File: src/hw/rtl/bsbp_pkg.sv
`timescale 1ns / 1ps

package bsbp_pkg;

  localparam int CFG_W       = 17;
  localparam int POS_W       = 16;
  localparam int CNT_W       = 17;
  localparam int DATA_W      = 64;
  localparam int OUT_TDATA_W = 40;

  localparam logic [CFG_W-1:0] CFG_RESET = 17'd65536;

  typedef enum logic [1:0] {
    SCAN_IDLE,
    SCAN_RUN,
    SCAN_FLUSH
  } bsbp_state_t;

  typedef struct packed {
    logic [POS_W-1:0] pos;
    logic [CNT_W-1:0] cnt;
    logic             last;
  } bsbp_res_t;

endpackage

File: src/hw/rtl/bitmap_set_bit_positions.sv
// Scan: a word is scanned one bit per cycle unless a new hit stalls on a full output register,
//   ending early at the valid length, then the FLUSH state releases the held position; a result
//   is pushed into the output register, which drives out_tvalid, when the next set bit is found or at the flush.
// A new word is taken only once the scan of the last word is through and idle again; a stalled
//   output beat holds the scan.
// Reset (rst_n low, synchronous): valid length 65536, bit base and running count zero.
`timescale 1ns / 1ps

module bitmap_set_bit_positions #(
  parameter int MAX_BITS  = 65536,
  parameter int WORD_BITS = 64
) (
  input  logic                                 clk,
  input  logic                                 rst_n,
  input  logic                                 cfg_wr_en,
  input  logic [bsbp_pkg::CFG_W-1:0]           cfg_wr_data,  // valid_bit_count
  input  logic                                 in_tvalid,
  output logic                                 in_tready,
  input  logic [bsbp_pkg::DATA_W-1:0]          in_tdata,     // bitmap_word
  input  logic                                 in_tuser,     // restart
  output logic                                 out_tvalid,
  input  logic                                 out_tready,
  output logic [bsbp_pkg::OUT_TDATA_W-1:0]     out_tdata,    // bit_position, running_count
  output logic                                 out_tlast     // last_of_word
);

  localparam int BW = $clog2(MAX_BITS + 1);
  localparam int LW = (BW > bsbp_pkg::CFG_W) ? BW : bsbp_pkg::CFG_W;
  localparam int PW = LW + 1;

  logic [bsbp_pkg::CFG_W-1:0] cfg_r;
  logic [BW-1:0]              word_base_r, word_base_nxt;
  logic [BW-1:0]              base_start;
  logic [BW:0]                base_sum;
  logic [LW-1:0]              cfg_ext, limit;
  logic                       in_acc, scan_idle, push, free;
  bsbp_pkg::bsbp_res_t        push_res, out_res;

  assign in_acc    = in_tvalid && in_tready;
  assign in_tready = scan_idle;

  assign cfg_ext = LW'(cfg_r);
  assign limit   = (cfg_ext > LW'(MAX_BITS)) ? LW'(MAX_BITS) : cfg_ext;

  assign base_start = in_tuser ? '0 : word_base_r;
  assign base_sum   = {1'b0, base_start} + (BW + 1)'(WORD_BITS);

  always_comb begin
    word_base_nxt = word_base_r;
    if (in_acc) begin
      word_base_nxt = (base_sum >= (BW + 1)'(MAX_BITS)) ? BW'(MAX_BITS) : base_sum[BW-1:0];
    end
  end

  always_ff @(posedge clk) begin
    if (!rst_n) begin
      cfg_r       <= bsbp_pkg::CFG_RESET;
      word_base_r <= '0;
    end else begin
      if (cfg_wr_en) cfg_r <= cfg_wr_data;
      word_base_r <= word_base_nxt;
    end
  end

  bsbp_scan #(
    .WORD_BITS (WORD_BITS),
    .BW        (BW),
    .PW        (PW)
  ) u_scan (
    .clk       (clk),
    .rst_n     (rst_n),
    .load_i    (in_acc),
    .word_i    (in_tdata),
    .base_i    (base_start),
    .restart_i (in_tuser),
    .limit_i   (PW'(limit)),
    .free_i    (free),
    .idle_o    (scan_idle),
    .push_o    (push),
    .res_o     (push_res)
  );

  bsbp_obuf u_obuf (
    .clk        (clk),
    .rst_n      (rst_n),
    .push_i     (push),
    .res_i      (push_res),
    .free_o     (free),
    .out_tvalid (out_tvalid),
    .out_tready (out_tready),
    .out_res    (out_res)
  );

  assign out_tdata = {7'd0, out_res.cnt, out_res.pos};
  assign out_tlast = out_res.last;

`ifndef ASSERT_OFF
  a_busy_after_beat: assert property (@(posedge clk) disable iff (!rst_n)
    in_tvalid && in_tready |=> !in_tready)
    else $error("scanner accepted a beat but stayed idle");

  a_pos_below_limit: assert property (@(posedge clk) disable iff (!rst_n)
    out_tvalid |-> (MAX_BITS > 65536) || (LW'(out_tdata[15:0]) < limit))
    else $error("emitted position at or above valid length");

  a_base_bounded: assert property (@(posedge clk) disable iff (!rst_n)
    word_base_r <= BW'(MAX_BITS))
    else $error("word base beyond maximum");
`endif

endmodule

File: src/hw/rtl/bsbp_obuf.sv
`timescale 1ns / 1ps

module bsbp_obuf (
  input  logic                clk,
  input  logic                rst_n,
  input  logic                push_i,
  input  bsbp_pkg::bsbp_res_t res_i,
  output logic                free_o,
  output logic                out_tvalid,
  input  logic                out_tready,
  output bsbp_pkg::bsbp_res_t out_res
);

  logic                vld_r, vld_nxt;
  bsbp_pkg::bsbp_res_t res_r, res_nxt;

  assign free_o     = !vld_r || out_tready;
  assign out_tvalid = vld_r;
  assign out_res    = res_r;

  always_comb begin
    vld_nxt = vld_r;
    res_nxt = res_r;
    if (push_i) begin
      vld_nxt = 1'b1;
      res_nxt = res_i;
    end else if (out_tready) begin
      vld_nxt = 1'b0;
    end
  end

  always_ff @(posedge clk) begin
    if (!rst_n) begin
      vld_r <= 1'b0;
    end else begin
      vld_r <= vld_nxt;
    end
    res_r <= res_nxt;
  end

endmodule

File: src/hw/rtl/bsbp_scan.sv
`timescale 1ns / 1ps

module bsbp_scan #(
  parameter int WORD_BITS = 64,
  parameter int BW        = 17,
  parameter int PW        = 18
) (
  input  logic                             clk,
  input  logic                             rst_n,
  input  logic                             load_i,
  input  logic [bsbp_pkg::DATA_W-1:0]      word_i,
  input  logic [BW-1:0]                    base_i,
  input  logic                             restart_i,
  input  logic [PW-1:0]                    limit_i,
  input  logic                             free_i,
  output logic                             idle_o,
  output logic                             push_o,
  output bsbp_pkg::bsbp_res_t              res_o
);

  localparam int IW = (WORD_BITS > 1) ? $clog2(WORD_BITS) : 1;
  localparam logic [bsbp_pkg::DATA_W-1:0] WMASK =
    (WORD_BITS >= bsbp_pkg::DATA_W) ? {bsbp_pkg::DATA_W{1'b1}} :
    ((64'd1 << WORD_BITS) - 64'd1);

  bsbp_pkg::bsbp_state_t state_r, state_nxt;

  logic [bsbp_pkg::DATA_W-1:0] sh_r, sh_nxt;
  logic [PW-1:0]               pos_r, pos_nxt;
  logic [IW-1:0]               idx_r, idx_nxt;
  logic [bsbp_pkg::CNT_W-1:0]  cnt_r, cnt_nxt;
  logic                        held_vld_r, held_vld_nxt;
  logic [bsbp_pkg::POS_W-1:0]  held_pos_r, held_pos_nxt;
  logic [bsbp_pkg::CNT_W-1:0]  held_cnt_r, held_cnt_nxt;

  logic in_range, hit, scan_end, stall;

  assign in_range = pos_r < limit_i;
  assign hit      = sh_r[0] && in_range;
  assign scan_end = !in_range || (idx_r == IW'(WORD_BITS - 1));
  // a new hit can only replace the held one if the older one can leave
  assign stall    = hit && held_vld_r && !free_i;
  assign idle_o   = (state_r == bsbp_pkg::SCAN_IDLE);

  always_comb begin
    state_nxt = state_r;
    case (state_r)
      bsbp_pkg::SCAN_IDLE: begin
        if (load_i) state_nxt = bsbp_pkg::SCAN_RUN;
      end
      bsbp_pkg::SCAN_RUN: begin
        if (!stall && scan_end) state_nxt = bsbp_pkg::SCAN_FLUSH;
      end
      bsbp_pkg::SCAN_FLUSH: begin
        if (!held_vld_r || free_i) state_nxt = bsbp_pkg::SCAN_IDLE;
      end
      default: state_nxt = bsbp_pkg::SCAN_IDLE;
    endcase
  end

  always_comb begin
    sh_nxt       = sh_r;
    pos_nxt      = pos_r;
    idx_nxt      = idx_r;
    cnt_nxt      = cnt_r;
    held_vld_nxt = held_vld_r;
    held_pos_nxt = held_pos_r;
    held_cnt_nxt = held_cnt_r;
    push_o       = 1'b0;
    res_o.pos    = held_pos_r;
    res_o.cnt    = held_cnt_r;
    res_o.last   = 1'b0;
    case (state_r)
      bsbp_pkg::SCAN_IDLE: begin
        if (load_i) begin
          sh_nxt  = word_i & WMASK;
          pos_nxt = PW'(base_i);
          idx_nxt = '0;
          if (restart_i) cnt_nxt = '0;
        end
      end
      bsbp_pkg::SCAN_RUN: begin
        if (!stall) begin
          if (hit) begin
            push_o       = held_vld_r;
            held_vld_nxt = 1'b1;
            held_pos_nxt = pos_r[bsbp_pkg::POS_W-1:0];
            held_cnt_nxt = cnt_r + 17'd1;
            cnt_nxt      = cnt_r + 17'd1;
          end
          sh_nxt  = sh_r >> 1;
          pos_nxt = pos_r + PW'(1);
          idx_nxt = idx_r + IW'(1);
        end
      end
      bsbp_pkg::SCAN_FLUSH: begin
        res_o.last = 1'b1;
        if (held_vld_r && free_i) begin
          push_o       = 1'b1;
          held_vld_nxt = 1'b0;
        end
      end
      default: begin
        held_vld_nxt = 1'b0;
      end
    endcase
  end

  always_ff @(posedge clk) begin
    if (!rst_n) begin
      state_r    <= bsbp_pkg::SCAN_IDLE;
      held_vld_r <= 1'b0;
      cnt_r      <= '0;
    end else begin
      state_r    <= state_nxt;
      held_vld_r <= held_vld_nxt;
      cnt_r      <= cnt_nxt;
    end
    sh_r       <= sh_nxt;
    pos_r      <= pos_nxt;
    idx_r      <= idx_nxt;
    held_pos_r <= held_pos_nxt;
    held_cnt_r <= held_cnt_nxt;
  end

endmodule

File: config.mk
export PLATFORM = sky130hd
export DESIGN_NAME = bitmap_set_bit_positions
export DESIGN_NICKNAME = d
export VERILOG_FILES = /design/src/hw/rtl/bsbp_pkg.sv /design/src/hw/rtl/bitmap_set_bit_positions.sv /design/src/hw/rtl/bsbp_obuf.sv /design/src/hw/rtl/bsbp_scan.sv
export SDC_FILE = /design/constraint.sdc
export NUM_CORES = 1
export LEC_CHECK = 0
export BUFFER_PORTS_ARGS = -buffer_cell sky130_fd_sc_hd__buf_4
export CORE_MARGIN = 1.5
export CORE_UTILIZATION = 45
export CTS_CLUSTER_DIAMETER = 120
export CTS_CLUSTER_SIZE = 14
export DETAILED_ROUTE_END_ITERATION = 10
export HOLD_SLACK_MARGIN = 0.15
export PLACE_DENSITY = 0.75
export SLEW_MARGIN = 20
export SYNTH_ARGS = -nofsm -noshare
export SYNTH_HDL_FRONTEND = slang
export SYNTH_SLANG_ARGS = --single-unit
File: constraint.sdc
create_clock -name clk -period 10.46 [get_ports clk]
set_input_delay 1.046 -clock clk [delete_from_list [all_inputs] [get_ports clk]]
set_output_delay 1.046 -clock clk [all_outputs]
set_load 0.02 [all_outputs]
==> impl_metrics.ini, run 1 <==
[placement]
dpl.hpwl_mm = 11.17
gp_congestion = 0.7948
postPlaceCellArea_um2 = 10320
port_buffers = 122

[clocking]
cts_max_path_buffers = 3
postCtsSetupBuffers = 0
clkSinkCount = 210
insertion_delay_ps = 480
cts_resized = 0
clkTransAtPathRegs_ps = 70
cts_tree = yes
hold_buffers = 0
root_buffer = clkbuf_16
cts_made_buffers = 18
htreeDepth = 1

[power_and_ir_drop]
power_leakage_nw = 3.979
max-vdd-ir-drop_mv = 0.1335
powerDensity_nw_per_um2 = 229.0

[setup_path]
startpoint_type = register
required_ps = 10560
slowest_delay_ps = 700
slowest_stage = buf_4
timing.reg2reg.setup_slack_ps = 5760
critical_path_arrival_ps = 4800
crit_path_end_kind = register
critPathMaxFanout = 70
worst-setup-path-type = register to register
crit_chain = nor4_1 -> a41o_1 -> nand2_1 -> ha_1 -> nand4_1 -> or4_4 -> a2111oi_4 -> nor4_1 -> buf_4 -> a22oi_2 -> buf_6 -> buf_4

[floorplan]
std_cell_rows = 51
die-area_um2 = 21190
initial_core_util = 0.4639
io_pins = 130
die_h_um = 145.6
die_w_um = 145.6
core_area_um2 = 19720

[global_route]
grt_usage = 0.1556
grt_max_degree = 81
grt_overflow = 0
grt_pass1_vias = 5370
grt_pass1_wl_mm = 26.96
antenna_found_initial = 0

[yosys]
yosysTopAreaCell = edfxtp_1
yosys-top-cells-area = edfxtp_1, dfxtp_1, mux2_2, ha_1, nand2_1
post-synth-top-count-cell = edfxtp_1
ys_top_cells_by_count = edfxtp_1, mux2_2, nand2_1
yosys_warnings = 0
synth_edf_count = 155
ys_ff_latch = 210
yosysSeqAreaShare = 0.6293
syn_avg_cell_area_um2 = 13.18
ys.flop_type = edfxtp_1
ys_async_sr_fraction = 0
synth_cell_types = 58
syn_inst = 694
syn_area_um2 = 9146
synth_top_area_frac = 0.5089

[timing]
fin_crit_ps = 4702
tightestPinTransition_ps = 962.8
setup-tns-final_ps = 0
fmax_mhz = 212.7
slew_viol_final = 0
finalSetupViolations = 0
post-route-period-util = 0.4495
rsz0062_at_grt = false
slew_headroom = 0.3581
skew_ps = 9.562
hold_viol_final = 0

[detailed_routing]
wire_per_inst_um = 15.20
drtIter0Drc = 386
drt_wl_total_mm = 16.60
drc = 0
ant_nets = 0
firstDrtPassIters = 5
via_count = 5689
avgViaCountPerCell = 5.210

[status]
outcome = completed

[finish]
final_nets = 925
fin_area_um2 = 10860
area_delta_synth_final_pct = 18.73
nFillCells = 1615
final_layout_size_suffix_gt1_frac = 0.2793
antenna_cells = 0

[job]
drv_cap = 0

[hold_path]
hold_class = register to register
-- routing by layer --
layer,vias to the layer above,GRT usage,part of all wire
met5,-,0,0
met4,0,0.04643,0.020
met3,20,0.03918,0.061
met2,141,0.2424,0.46
met1,2717,0.2154,0.46
li1,2811,-,-
-- placed cells by master, fill, tap and decap left out, drive strengths merged, types with 2 or more instances in the layout --
| master | instances |
|---|---|
| nand4b | 2 |
| o21a | 5 |
| nor2b | 6 |
| or2 | 7 |
| ha | 23 |
| a211oi | 3 |
| a22o | 11 |
| a21oi | 16 |
| and4 | 3 |
| mux2 | 65 |
| nor3 | 11 |
| o221a | 2 |
| mux2i | 21 |
| nand4 | 9 |
| nor3b | 2 |
| clkinv | 2 |
| edfxtp | 155 |
| o22ai | 12 |
| a41o | 3 |
| inv | 15 |
| o2111ai | 5 |
| buf | 129 |
| a21o | 3 |
| xnor2 | 16 |
| clkbuf | 32 |
| nand3 | 20 |
| o211ai | 4 |
| or4 | 2 |
| nand2b | 4 |
| nor4 | 8 |
| xor2 | 14 |
| o21ai | 16 |
| and2 | 13 |
| and3 | 5 |
| conb | 7 |
| a31oi | 2 |
| dfxtp | 55 |
| nor2 | 48 |
| nand2 | 59 |
-- registers in the layout (all words and copies together) (netlist names) --
name               cells
u_scan.sh_r           64
u_obuf.out_res        34
u_scan.pos_r          18
cfg_ext               17
u_scan.cnt_r          17
u_scan.held_cnt_r     17
word_base_r           17
u_scan.held_pos_r     16
u_scan.idx_r           6
u_scan.state_r         2
u_obuf.out_tvalid      1
u_scan.held_vld_r      1
-- cells by family after synthesis --
logic type                 Yosys count  share of synthesized area
adders and majority gates           23                    0.03146
buffers and inverters               51                    0.02421
and+or+nand+nor                    201                     0.1088
AOI/OAI and AO/OA                   92                    0.07415
xor gates and xnor gates            30                    0.02873
muxes                               86                     0.1030
other                                1                  0.0004100
DFF                                210                     0.6293
-- cell type report --
class / instances / area [µm²] / share of cell area
Sequential cell: 210 / 5756 / 0.5300
Multi-Input combinational cell: 439 / 3212 / 0.2958
Timing Repair Buffer: 129 / 972.2 / 0.08953
Clock buffer: 32 / 524.3 / 0.04828
Tap cell: 265 / 331.6 / 0.03053
Inverter: 17 / 63.81 / 0.005876
-- final timing paths --
check,start,endpoint,cells past startpoint
max,cfg_ext[6],u_scan.sh_r[0],12
min,u_scan.held_cnt_r[3],u_obuf.out_res[4],0
max reg2reg,cfg_ext[6],u_scan.sh_r[0],12
min reg2reg,u_scan.held_cnt_r[3],u_obuf.out_res[4],0
-- report_power, final --
part / switching (mW) / internal, mW / total, mW
Combinational: 0.323 / 0.250 / 0.573
Clock: 0.277 / 0.339 / 0.616
Sequential: 0.118 / 1.18 / 1.30
Total: 0.718 / 1.77 / 2.49
-- metrics by stage --
step | util | hold slack [ps] | instances | setup WS [ps] | power, mW
detailed placement | 0.5236 | 404.5 | 1059 | 5460 | 1.880
CTS | 0.5502 | 415.7 | 1091 | 5456 | 2.501
global route | 0.5507 | 422.3 | 1092 | 5470 | 2.620
finish | 0.5507 | 414.2 | 1092 | 5758 | 2.486
floorplan | - | 400.3 | 700 | 2890 | 1.725
global placement | 0.5236 | 401.2 | 1059 | 5487 | 1.866
-- worst max-delay path: cells and delay by family (launching register included) --
family                     cells  cell delay [ps]
DFF                            1              320
adders and majority gates      1              280
AOI/OAI and AO/OA              3             1240
buffers and inverters          3             1130
and+or+nand+nor                5             1290
(Power assumes the default switching activity.)
==> inputs of run 2 (changes only) <==
--- a/config.mk
+++ b/config.mk
@@ -5,6 +5,7 @@
 export SDC_FILE = /design/constraint.sdc
 export NUM_CORES = 1
 export LEC_CHECK = 0
+export ABC_AREA = 1
 export BUFFER_PORTS_ARGS = -buffer_cell sky130_fd_sc_hd__buf_4
 export CORE_MARGIN = 1.5
 export CORE_UTILIZATION = 45
@@ -12,7 +13,7 @@
 export CTS_CLUSTER_SIZE = 14
 export DETAILED_ROUTE_END_ITERATION = 10
 export HOLD_SLACK_MARGIN = 0.15
-export PLACE_DENSITY = 0.75
+export PLACE_DENSITY = 0.78
 export SLEW_MARGIN = 20
 export SYNTH_ARGS = -nofsm -noshare
 export SYNTH_HDL_FRONTEND = slang
==> constraint.sdc (replaced) <==
create_clock -name clk -period 3.9 [get_ports clk]
set_input_delay 0.39 -clock clk [delete_from_list [all_inputs] [get_ports clk]]
set_output_delay 0.39 -clock clk [all_outputs]
set_load 0.02 [all_outputs]
==> run 2 against run 1 <==
Effect of this change:
- total power grew to 2.9 times the previous value
- cell area is 2.7% higher
- register-to-register slack worse by 5200 ps
- hold slack worse by 250 ps
- synthesized cell count is 38% higher
- core utilization is 0.15 points lower
- sequential power grew to 2.8 times the previous value
- maximum frequency is 40% higher
- critical path depth is 7 higher
- setup slack worse by 5200 ps
- non-clock buffer count is 14 higher
==> impl_metrics.ini, run 2 <==
[status]
outcome = completed

[timing]
fin_crit_ps = 3366
slew_headroom = 0.3796
hold_viol_final = 0
fmax_mhz = 297.1
slew_viol_final = 0
holdWs_ps = 159.6
skew_ps = 15.34
setup-tns-final_ps = 0
post-route-period-util = 0.8632
finalSetupViolations = 0
tightestPinTransition_ps = 929.6
rsz0062_at_grt = false

[yosys]
muxShareOfSynthArea = 0
synthAdderAreaFrac = 0.03084
syn_avg_cell_area_um2 = 9.729
synth_edf_count = 155
synth_top_area_frac = 0.4989
ys_async_sr_fraction = 0
yosysTopAreaCell = edfxtp_1
yosysSeqAreaShare = 0.6169
synth_top_family_by_area = simple AND/OR/NAND/NOR gates
yosys-top-cells-area = edfxtp_1, nand2_1, dfxtp_1, nor2_1, ha_1
ys_top_cells_by_count = nand2_1, edfxtp_1, nor2_1
ys_ff_latch = 210
syn_area_um2 = 9330
synth_compound_area_frac = 0.05780
syn_inst = 959
post-synth-top-count-cell = nand2_1
ys.flop_type = edfxtp_1
yosys_warnings = 0
synth_xor_area_frac = 0.02628
synth_cell_types = 38
synth_simple_gate_area_frac = 0.2191

[detailed_routing]
avgViaCountPerCell = 5.005
via_count = 6842
firstDrtPassIters = 5
drt_wl_total_mm = 18.72
drtIter0Drc = 454
ant_nets = 0
drc = 0
wire_per_inst_um = 13.70

[finish]
final_nets = 1196
largest_reg_flops = 64
antenna_cells = 0
top_register = u_scan.sh_r
final_layout_size_suffix_gt1_frac = 0.1705
layout_common_cells = nand2_1, edfxtp_1, buf_4
final_common_cell = nand2_1
area_delta_synth_final_pct = 19.49

[clocking]
cts_made_buffers = 18
clkTransAtPathRegs_ps = 60
hold_buffers = 14
clkSinkCount = 210
htreeDepth = 1
cts_tree = yes
root_buffer = clkbuf_16
cts_max_path_buffers = 3
insertion_delay_ps = 480
cts_resized = 0
postCtsSetupBuffers = 0

[floorplan]
die-area_um2 = 21610
die_h_um = 147.0
std_cell_rows = 52
core_area_um2 = 20300
io_pins = 130
initial_core_util = 0.4596
die_w_um = 147.0

[global_route]
grt_usage = 0.1730
grt_pass1_vias = 6451
grt_overflow = 0
antenna_found_initial = 0
grt_pass1_wl_mm = 30.62
grt_max_degree = 75

[setup_path]
worst-setup-path-type = register to register
crit_path_end_kind = register
startpoint_type = register
critical_path_arrival_ps = 3490
critPathMaxFanout = 34
required_ps = 4020
r2r_cells = 19

[job]
drv_cap = 0

[placement]
port_buffers = 122
gp_congestion = 0.8338
dpl.hpwl_mm = 12.41

[power_and_ir_drop]
max-vdd-ir-drop_mv = 0.4308
powerDensity_nw_per_um2 = 638.0
p_total_mw = 7.112
power_leakage_nw = 4.503

[hold_path]
worstHoldPathCells = 3
hold_class = input port to register
## run 2: path summary, 6_finish.rpt
| kind | startpoint | endpoint | slack [ps] |
|---|---|---|---|
| worst max-delay path | cfg_ext[3] | u_obuf.out_res[13] | 530 |
| worst min-delay path | cfg_wr_data[4] | cfg_ext[4] | 160 |
| worst max register to register | cfg_ext[3] | u_obuf.out_res[13] | 530 |
| worst min register to register | u_scan.held_pos_r[1] | u_obuf.out_res[19] | 410 |
## run 2: report_power, final
group / leakage [nW] / switching (mW) / internal (mW)
clock: 0.248 / 0.745 / 0.905
combinational: 2.34 / 1.29 / 0.589
sequential: 1.91 / 0.324 / 3.26
## run 2: metal layers
| metal | track usage | routed length (µm) | up-vias |
|---|---|---|---|
| met3 | 0.03602 | 1398 | 41 |
| met4 | 0.06400 | 606 | 0 |
| li1 | - | - | 3417 |
| met5 | 0 | 0 | - |
| met1 | 0.2308 | 8035 | 3146 |
| met2 | 0.2802 | 8683 | 238 |
## run 2: critical path: stages (launching register included)
cell	delay, ps
dfxtp_1	320
nor2_1	100
nand2_1	70
nor2_1	110
nand2_1	70
nand2_2	220
nand2_1	90
ha_1	310
nand2_1	90
inv_1	40
o21ai_1	100
nand2_1	70
nand2_1	80
nand3_1	80
nor2_1	300
nand3_4	140
nor2_2	190
o21ai_0	130
inv_1	80
buf_4	390
## run 2: stage by stage
stage	setup WS [ps]	cell area (µm²)	std cells	util
floorplan	95.59	9365	965	-
global placement	642.9	10490	1322	0.5166
detailed placement	539.9	10490	1322	0.5166
CTS	506.2	11150	1367	0.5492
global route	142.5	11150	1367	0.5492
finish	533.7	11150	1367	0.5492
## run 2: final cells by class
cell class	count	area, µm²
Multi-Input combinational cell	648	3157
Inverter	65	244.0
Sequential cell	210	5756
Timing Repair Buffer	143	1134
Tap cell	270	337.8
Clock buffer	31	520.5
Fill cell	1814	9151
## run 2: cell families after synthesis
kind of cell	Yosys count
AOI/OAI and AO/OA	99
xor gates and xnor gates	28
adders and majority gates	23
buffers and inverters	107
DFF	210
other	1
and+or+nand+nor	491
